`config.mk`:
```
export PLATFORM = sky130hd
export DESIGN_NAME = fan_tach_pwm_failsafe_unit
export DESIGN_NICKNAME = d
export VERILOG_FILES = /design/src/rtl/core/ftpf_pkg.sv /design/src/rtl/core/ftpf_lane.sv /design/src/rtl/core/ftpf_merge.sv /design/src/rtl/core/fan_tach_pwm_failsafe_unit.sv
export SDC_FILE = /design/constraint.sdc
export NUM_CORES = 1
export LEC_CHECK = 0
export ABC_AREA = 1
export BUFFER_PORTS_ARGS = -buffer_cell sky130_fd_sc_hd__buf_4
export CORE_MARGIN = 4
export CORE_UTILIZATION = 30
export CTS_BUF_LIST = sky130_fd_sc_hd__clkbuf_16
export DETAILED_ROUTE_END_ITERATION = 7
export PLACE_DENSITY = 0.45
export REMOVE_ABC_BUFFERS = 1
export SYNTH_ARGS = -nofsm -noshare
export SYNTH_HDL_FRONTEND = slang
export SYNTH_HIERARCHICAL = 1
export SYNTH_SLANG_ARGS = --single-unit
```
`constraint.sdc`:
```
create_clock -name i_clk -period 3.4 [get_ports i_clk]
set_input_delay 0.34 -clock i_clk [delete_from_list [all_inputs] [get_ports i_clk]]
set_output_delay 0.34 -clock i_clk [all_outputs]
set_load 0.01 [all_outputs]
```
`src/rtl/core/ftpf_pkg.sv`:
```
package ftpf_pkg;

    // Default lane count and fixed field geometry
    localparam int CHANNELS_DEF = 6;
    localparam int PIN_W        = 6;
    localparam int BYTE_W       = 8;
    localparam int PACK_BYTES   = 6;
    localparam int PACK_W       = PACK_BYTES * BYTE_W;
    localparam int TIMEOUT_W    = 24;

    // Item kinds
    localparam logic FUNC_TICK = 1'b0;
    localparam logic FUNC_HOST = 1'b1;

    // Host command and duty codes
    localparam logic [BYTE_W-1:0]    REPORT_CMD  = 8'h81;
    localparam logic [BYTE_W-1:0]    DUTY_ZERO   = 8'h01;
    localparam logic [BYTE_W-1:0]    FULL_DUTY   = 8'hFF;
    localparam logic [TIMEOUT_W-1:0] LIMIT_RESET = 24'd150000;

    typedef struct packed {
        logic              func;
        logic [PIN_W-1:0]  pin_levels;
        logic [BYTE_W-1:0] command_byte;
        logic [PACK_W-1:0] duty_bytes;
    } t_in_item;

    typedef struct packed {
        logic              report_valid;
        logic [PACK_W-1:0] pulse_counts;
        logic [PACK_W-1:0] duty_out;
        logic              failsafe_active;
    } t_out_item;

    // Per-item strobes broadcast to every lane
    typedef struct packed {
        logic tick;
        logic host;
        logic report;
    } t_lane_ctrl;

endpackage

```
`src/rtl/core/ftpf_lane.sv`:
```
module ftpf_lane (
    input  logic                i_clk,
    input  logic                i_rst_n,
    input  ftpf_pkg::t_lane_ctrl i_ctrl,
    input  logic                i_pin,
    input  logic [7:0]          i_duty,
    output logic [7:0]          o_count,
    output logic [7:0]          o_duty_next
);
    import ftpf_pkg::*;

    logic              r_prev;
    logic [BYTE_W-1:0] r_count;
    logic [BYTE_W-1:0] r_duty;
    logic              n_prev;
    logic [BYTE_W-1:0] n_count;
    logic [BYTE_W-1:0] n_duty;

    always_comb begin
        n_prev  = r_prev;
        n_count = r_count;
        n_duty  = r_duty;
        if (i_ctrl.tick) begin
            n_prev = i_pin;
            // rising edge, count wraps
            if (i_pin && !r_prev) begin
                n_count = r_count + 8'd1;
            end
        end
        if (i_ctrl.host) begin
            n_duty = (i_duty == DUTY_ZERO) ? '0 : i_duty;
        end
        if (i_ctrl.report) begin
            n_count = '0;
        end
    end

    always_ff @(posedge i_clk) begin
        if (!i_rst_n) begin
            r_prev  <= 1'b0;
            r_count <= '0;
            r_duty  <= '0;
        end else begin
            r_prev  <= n_prev;
            r_count <= n_count;
            r_duty  <= n_duty;
        end
    end

    assign o_count     = r_count;
    assign o_duty_next = n_duty;

endmodule

```
`src/rtl/core/ftpf_merge.sv`:
```
module ftpf_merge #(
    parameter int CHANNELS = ftpf_pkg::CHANNELS_DEF
) (
    input  logic                 i_report,
    input  logic                 i_failsafe,
    input  logic [7:0]           i_counts [CHANNELS],
    input  logic [7:0]           i_duties [CHANNELS],
    output ftpf_pkg::t_out_item  o_item
);
    import ftpf_pkg::*;

    localparam int PACK_N = (CHANNELS < PACK_BYTES) ? CHANNELS : PACK_BYTES;

    always_comb begin
        o_item                 = '0;
        o_item.report_valid    = i_report;
        o_item.failsafe_active = i_failsafe;
        for (int n = 0; n < PACK_N; n++) begin
            o_item.duty_out[n*BYTE_W +: BYTE_W] = i_failsafe ? FULL_DUTY : i_duties[n];
            if (i_report) begin
                o_item.pulse_counts[n*BYTE_W +: BYTE_W] = i_counts[n];
            end
        end
    end

endmodule

```
`src/rtl/core/fan_tach_pwm_failsafe_unit.sv`:
```
// Channel   Dir  Handshake                    Payload
// in item   in   i_in_valid / o_in_stall      i_in_item  (t_in_item)
// out item  out  o_out_valid / i_out_stall    o_out_item (t_out_item)
// config    in   i_cfg_valid / o_cfg_ready    i_cfg_data (timeout limit, 24 b)
//
// One item per cycle while the input is not stalled; every item yields one result
// in the cycle after acceptance, held in the single output register behind the lanes.
// Synchronous active-low reset clears counts, duties, edge history and the
// timeout counter, and loads the limit with 150000.
// Input stalls only while a result sits in the output register and the
// consumer stalls it; a result taken in the same cycle frees the slot.
module fan_tach_pwm_failsafe_unit #(
    parameter int CHANNELS = ftpf_pkg::CHANNELS_DEF
) (
    input  logic                i_clk,
    input  logic                i_rst_n,
    input  logic                i_in_valid,
    output logic                o_in_stall,
    input  ftpf_pkg::t_in_item  i_in_item,
    output logic                o_out_valid,
    input  logic                i_out_stall,
    output ftpf_pkg::t_out_item o_out_item,
    input  logic                i_cfg_valid,
    output logic                o_cfg_ready,
    input  logic [23:0]         i_cfg_data
);
    import ftpf_pkg::*;

    // Handshake
    logic accept;
    logic r_out_valid;
    t_out_item r_out_item;
    t_out_item merged;

    assign o_in_stall  = r_out_valid && i_out_stall;
    assign accept      = i_in_valid && !o_in_stall;
    assign o_cfg_ready = 1'b1;

    // Strobes decoded once and fanned out to the lanes
    t_lane_ctrl ctrl;
    always_comb begin
        ctrl        = '0;
        ctrl.tick   = accept && (i_in_item.func == FUNC_TICK);
        ctrl.host   = accept && (i_in_item.func == FUNC_HOST);
        ctrl.report = ctrl.host && (i_in_item.command_byte == REPORT_CMD);
    end

    // Timeout watchdog: saturates at the limit, cleared by a report request
    logic [TIMEOUT_W-1:0] r_limit;
    logic [TIMEOUT_W-1:0] r_timeout;
    logic [TIMEOUT_W-1:0] n_timeout;
    logic                 failsafe;

    always_comb begin
        n_timeout = r_timeout;
        if (ctrl.report) begin
            n_timeout = '0;
        end else if (ctrl.tick && (r_timeout < r_limit)) begin
            n_timeout = r_timeout + 24'd1;
        end
    end

    // Compared against the post-item count, so the result sees the new state
    assign failsafe = (n_timeout >= r_limit);

    always_ff @(posedge i_clk) begin
        if (!i_rst_n) begin
            r_limit   <= LIMIT_RESET;
            r_timeout <= '0;
        end else begin
            if (i_cfg_valid) begin
                r_limit <= i_cfg_data;
            end
            r_timeout <= n_timeout;
        end
    end

    // Per-channel lanes; channels past the packed fields see zero pins/duties
    logic [7:0] lane_count [CHANNELS];
    logic [7:0] lane_duty  [CHANNELS];

    for (genvar g = 0; g < CHANNELS; g++) begin : g_lane
        logic       pin;
        logic [7:0] duty_in;

        if (g < PIN_W) begin : g_pin
            assign pin = i_in_item.pin_levels[g];
        end else begin : g_nopin
            assign pin = 1'b0;
        end

        if (g < PACK_BYTES) begin : g_duty
            assign duty_in = i_in_item.duty_bytes[g*BYTE_W +: BYTE_W];
        end else begin : g_noduty
            assign duty_in = '0;
        end

        ftpf_lane u_lane (
            .i_clk       (i_clk),
            .i_rst_n     (i_rst_n),
            .i_ctrl      (ctrl),
            .i_pin       (pin),
            .i_duty      (duty_in),
            .o_count     (lane_count[g]),
            .o_duty_next (lane_duty[g])
        );
    end

    // Pack counts (pre-clear) and effective duties into one result
    ftpf_merge #(
        .CHANNELS (CHANNELS)
    ) u_merge (
        .i_report   (ctrl.report),
        .i_failsafe (failsafe),
        .i_counts   (lane_count),
        .i_duties   (lane_duty),
        .o_item     (merged)
    );

    // Output register
    always_ff @(posedge i_clk) begin
        if (!i_rst_n) begin
            r_out_valid <= 1'b0;
        end else if (accept) begin
            r_out_valid <= 1'b1;
        end else if (!i_out_stall) begin
            r_out_valid <= 1'b0;
        end
    end

    always_ff @(posedge i_clk) begin
        if (accept) begin
            r_out_item <= merged;
        end
    end

    assign o_out_valid = r_out_valid;
    assign o_out_item  = r_out_item;

endmodule
```
### After elaboration in Yosys (flattened, before gate mapping)

Cells that the tools add are included.

| cells by class | value |
|---|---|
| add/subtract/negate cells | 7 |
| $lt $le $gt $ge | 2 |
| eq/ne operators | 8 |
| mux-type cells | 16 |
| bitwise operators | 2 |
| reductions and logical operators | 26 |

Operator list:

| cell | number |
|---|---|
| 2-to-1 mux 8 bit | 12 |
| adder 8 x 1 -> 8 bit, second input constant | 6 |
| equality test 8 x 1 -> 1 bit, second input constant | 6 |
| 2-to-1 mux 24 bit | 2 |
| adder 24 x 1 -> 24 bit, second input constant | 1 |
| greater-or-equal comparator 24 bit | 1 |
| less-than comparator 24 bit | 1 |
| logical AND 1 bit | 12 |
| AND reduction 2 bit | 6 |
| equality test 8 bit, second input constant | 1 |
| logical NOT 1 bit | 7 |
| 2-to-1 mux 1 bit | 2 |
| inequality test 2 x 1 -> 1 bit, second input constant | 1 |
| inverter 1 bit | 2 |
| OR reduction 2 bit | 1 |

| storage, ports and cells | value |
|---|---|
| register bits after elaboration | 249 |
| input port bits | 92 |
| word-level logic and storage cells | 86 |

### Longest topological paths before layout

| depth | value |
|---|---|
| depth after elaboration | 8 |
| mapped depth | 26 |
| gate-level depth less buffers | 22 |

### By module

The synthesis kept the hierarchy.

Modules (own cells, without submodules):

| module | times used | cells each | area an instance (µm²) |
|---|---|---|---|
| fan_tach_pwm_failsafe_unit | 1 | 667 | 6705.2 |
| ftpf_lane | 6 | 119 | 805.8 |
| ftpf_merge | 1 | 205 | 812.0 |

### Worst setup path after synthesis

No wires, ideal clock.

| path | value |
|---|---|
| path type | reg-to-reg |
| start point | register r_limit[19] |
| end point | register r_out_item, in the netlist o_out_item[10] (data pin) |
| arrival | 2.826 ns |
| required time | 3.145 ns |
| slack | 0.320 ns |
| cell stages (with the launch flop) | 26 |
| buffers on the path | 4 |
| clock period less this slack | 3.080 ns |
| cells stage by stage | dfxtp_1 -> inv_1 -> ha_1 -> nand2_1 -> nor2_1 -> nand2_1 -> inv_1 -> nand2_1 -> nand3_1 -> nor2_2 -> buf_6 -> buf_6 -> nand4_1 -> nand3_1 -> inv_1 -> ha_1 -> a21oi_1 -> nor3_1 -> a211oi_1 -> nand2_1 -> nand3_1 -> nand4_1 -> inv_1 -> buf_4 -> buf_4 -> nand2_1 |

| on the way | value |
|---|---|
| cells in the longest elaborated chain, start to end | 5 |

RTL lines:

| element | RTL line | text |
|---|---|---|
| from (decl) | fan_tach_pwm_failsafe_unit.sv:49 | `logic [TIMEOUT_W-1:0] r_limit;` |
| from (signal assigned) | fan_tach_pwm_failsafe_unit.sv:72 | `r_limit <= i_cfg_data;` |
| less-than comparator 24 bit | fan_tach_pwm_failsafe_unit.sv:58 | `end else if (ctrl.tick && (r_timeout < r_limit)) begin` |
| logical AND 1 bit | fan_tach_pwm_failsafe_unit.sv:58 |  |
| 2-to-1 mux 24 bit | fan_tach_pwm_failsafe_unit.sv:58 |  |
| 2-to-1 mux 24 bit | fan_tach_pwm_failsafe_unit.sv:56 | `if (ctrl.report) begin` |
| via n_timeout[5] | fan_tach_pwm_failsafe_unit.sv:51 | `logic [TIMEOUT_W-1:0] n_timeout;` |
| greater-or-equal comparator 24 bit | fan_tach_pwm_failsafe_unit.sv:64 | `assign failsafe = (n_timeout >= r_limit);` |
| via failsafe | fan_tach_pwm_failsafe_unit.sv:52 | `logic failsafe;` |
| to (signal assigned) | fan_tach_pwm_failsafe_unit.sv:133 | `r_out_item <= merged;` |
| to (decl) | fan_tach_pwm_failsafe_unit.sv:32 | `t_out_item r_out_item;` |

The timed path passes the listed nets, and every way through them passes these cells.
A chain may end at the register's enable or synchronous reset.

### Final worst setup path

| path | value |
|---|---|
| start point | register r_timeout[18] |
| end point | register r_out_item, in the netlist o_out_item[24] (data pin) |

| on the way | value |
|---|---|
| cells in the longest elaborated chain, start to end | 5 |
| elaborated cells on any way between the ends | 6 |
| those cells by class | 1 x add/sub; 2 x order compare; 2 x mux; 1 x reduce/logical |

RTL lines:

| element | RTL line | text |
|---|---|---|
| from (decl) | fan_tach_pwm_failsafe_unit.sv:50 | `logic [TIMEOUT_W-1:0] r_timeout;` |
| from (signal assigned) | fan_tach_pwm_failsafe_unit.sv:74 | `r_timeout <= n_timeout;` |
| less-than comparator 24 bit | fan_tach_pwm_failsafe_unit.sv:58 |  |
| logical AND 1 bit | fan_tach_pwm_failsafe_unit.sv:58 |  |
| 2-to-1 mux 24 bit | fan_tach_pwm_failsafe_unit.sv:58 |  |
| 2-to-1 mux 24 bit | fan_tach_pwm_failsafe_unit.sv:56 |  |
| via n_timeout[5] | fan_tach_pwm_failsafe_unit.sv:51 |  |
| greater-or-equal comparator 24 bit | fan_tach_pwm_failsafe_unit.sv:64 |  |
| via failsafe | fan_tach_pwm_failsafe_unit.sv:52 |  |

The timed path passes the listed nets, and every way through them passes these cells.

==> flow_summary_export.csv <==
group,metric,value,unit
global_route,use_met3,2.26,%
routing,drc,0,
setup_path,crit_chain,"ha_4, nand2_4, inv_1, nand2_1, nand2_1, nand2_2, nand3_2, nor2_4, buf_6, buf_12, nand3_4, nand2_2, nand3_2, inv_2, ha_4, a21oi_2, nor3_1, a211oi_1, nand2_1, nand3_1, nand4_1, bufinv_8, clkbuf_16, nand2_2",
setup_path,critPathKind,"flip-flop to flip-flop",
clock_network,cts.clk_slew.worst_paths,0.06,ns
synth,ys_seq_elements,249,
die,core,40700,µm²
finish,final.fill_count,4173,
synth,seq_area_frac_synth,48.3,%
synth,avgSynthCellArea,7.79,µm²
finish,syn_to_final_growth,36.9,%
clock_network,cts_inserted_buffers,30,
global_route,antenna_found_initial,2,
timing,whs,0.0602,ns
timing,max_freq,290,MHz
clock_network,cts_sinks,249,
clock_network,clock_latency,0.56,ns
routing,drtAntennaViolNets,0,
synth,synth-simple-area-share,28.1,%
setup_path,critPathBufInv,6,
global_route,grt.busiest_layer,"met2",
synth,syn_area,12400,µm²
timing,setup_ws,-0.0466,ns
synth,synthArstFlopShare,0,%
synth,synth_xor_area_share,0,%
synth,syn_inst,1586,
synth,muxShareOfSynthArea,0,%
global_route,overflow,0,
worst_hold_path,min_path_cells,3,
placement,gp_congestion,0.851,
synth,synth_area_leader_cell,"dfxtp_1",
die,ios,193,
pwr,power_per_cell_area,420,nW/µm²
synth,yosysWarnings,6,
global_route,track_usage,14.1,%
finish,fin_util,41.5,%
setup_path,cp.arrival,3.76,ns
setup_path,crit_cells,24,
setup_path,cp-end-kind,"flip-flop",
global_route,grt_pass1_vias,9964,
die,die_area,44500,µm²
die,die_width,211,µm
synth,synthFlopType,"dfxtp_1",
synth,synthAdderAreaFrac,5.47,%
routing,wl_per_cell,14.3,µm
clock_network,cts_tree,"done",
global_route,met1_usage,19.2,%
clock_network,cts_root_buffer,"clkbuf_16",
timing,fin_crit,3.45,ns
synth,synth_top_family_by_area,"simple AND/OR/NAND/NOR gates",
finish,multiInputGateArea,5610,µm²
setup_path,rr_worst_depth,24,
timing,hold_viol,0,
global_route,grt_pass1_wl,51700,µm
placement,io_buffer_count,191,
synth,synth_common_cells,"nand2_1, inv_1, nor2_1, dfxtp_1, edfxtp_1",
clock_network,cts.path.max_buffers,3,
pwr,power_leakage,0.00824,µW
die,row_count,74,
timing,setup_violations,42,
clock_network,htreeDepth,1,
routing,wirelength,34700,µm
timing,relSlewSlack,57.5,%
die,die_h,211,µm
timing,fin_crit_sh,101,%
timing,fin_worst_skew,0.0119,ns
status,violations,"setup timing",
synth,synth_cell_types,32,
setup_path,crit_fanout,7,
routing,drtIter0Drc,437,
global_route,use_met2,23.6,%
finish,drive_gt1_share,27.1,%
routing,via_per_inst,4.38,
die,start_util,30.3,%
setup_path,cp-start-kind,"flip-flop",
flow_run,cap_violations,0,
setup_path,crit_slowest_cell,"dfxtp_1",
finish,fin_nets,2024,
finish,seq_area,5970,µm²
setup_path,cp.required,3.71,ns
synth,synth_top_area_share,24.5,%
pwr,p_total,7100,µW
placement,dp_hpwl,24000,µm
setup_path,cp_slowest_stage_delay,0.39,ns
pwr,peakVddDrop,0.313,mV
setup_path,path_delay_family,"simple AND/OR/NAND/NOR gates",
synth,synth_compound_area_share,6.83,%
global_route,grt_max_degree,56,
timing,rsz0062_at_grt,"true",
timing,worstMarginPinSlew,0.637,ns
worst_hold_path,hp-class,"primary input to flip-flop",
routing,dr_total_vias,10700,
status,status,"finished, violations left",
synth,yosysMostFrequentCell,"nand2_1",
synth,ys_top_cells_by_area,"dfxtp_1, edfxtp_1, nand2_1",
routing,first_pass_iters,5,
synth,synth-edff-count,98,
timing,slew_viol_final,0,
## layout by cell type (no fill, tap or decap), types with 11 or more instances in the layout
cell and instances:
inv_2 38, nand3_1 64, nand2_2 29, a21oi_1 86, edfxtp_1 98, dfxtp_1 144, inv_1 271, clkbuf_16 39
o21ai_0 49, nor2_1 156, nand2_1 405, nor2_4 11, nand4_1 34, buf_4 266, ha_4 23, ha_1 30
nand3_2 34
## metrics by stage
stage	TNS (ns)	cells	setup WS, ns	instance area (µm²)
after floorplan	-268.71	1546	-2.03	12100
after global placement	-2.87	2348	-0.0743	14900
after detailed placement	-3.32	2348	-0.106	14900
after CTS	-0.0104	2412	-0.00544	16000
after global routing	-12.87	2434	-0.290	16900
final	-1.07	2434	-0.0466	16900
## worst register-to-register path: cells and delay by family (launching register included)
kind	cells	cell delay, ns
simple gates	14	1.20
compound gates	2	0.30
fa+ha+maj	2	0.43
flops	1	0.39
buf+inv	6	0.88
## area by class of cell
cell class                      instances  share of cell area [%]
Sequential cell                       249                    35.3
Multi-Input combinational cell        996                    33.2
Timing Repair Buffer                  299                    15.2
Inverter                              301                    6.78
Clock buffer                           30                    4.44
Tap cell                              532                    3.94
Clock inverter                         25                    1.14
Timing Repair inverter                  1                  0.0518
Antenna cell                            1                  0.0148
## timing repair
item | CTS | global route
hold buffers | 9 | 0
cloned | 0 | 15
endpoints found under the setup margin | 48 | 48
endpoints found under the hold margin | 9 | 0
resized for setup | 11 | 135
pin swaps | 1 | 47
buffers inserted | 0 | 6
## per-layer routing
layer | up-vias | part of all wire, %
met5 | - | 0.046
met4 | 2 | 1.7
met3 | 42 | 4.9
met2 | 228 | 47
met1 | 4799 | 47
li1 | 5589 | -
## kinds of logic (layout without fill, tap and decap cells)
| kind of cell | Yosys count | count (layout) |
|---|---|---|
| AND/OR/NAND/NOR | 780 | 780 |
| buffers and inverters | 341 | 656 |
| flip-flops | 249 | 249 |
| AO/OA/AOI/OAI | 161 | 161 |
| adder cells (fa/ha/maj) | 54 | 54 |
| other | 1 | 2 |
## state kept, by name, summed over array words and instances (netlist names)
signal / cells
o_out_item: 98
g_lane.u_lane/o_count: 48
g_lane.u_lane/r_duty: 48
r_limit: 24
r_timeout: 24
g_lane.u_lane/r_prev: 6
o_out_valid: 1
## worst paths after layout
kind                                    from                         end  slack (ns)
setup / recovery               r_timeout[18]              o_out_item[24]       -0.05
hold reg to reg   g_lane[4].u_lane/r_duty[6]  g_lane[4].u_lane/r_duty[6]        0.47
setup reg to reg               r_timeout[18]              o_out_item[24]       -0.05
hold / removal                i_cfg_data[16]                 r_limit[16]        0.06
## power breakdown
group	switching, µW	total (µW)	internal, µW
Clock	1240	3060	1810
Combinational	415	748	333
Sequential	51.4	3300	3240
Power figures use the tool's default switching activity.
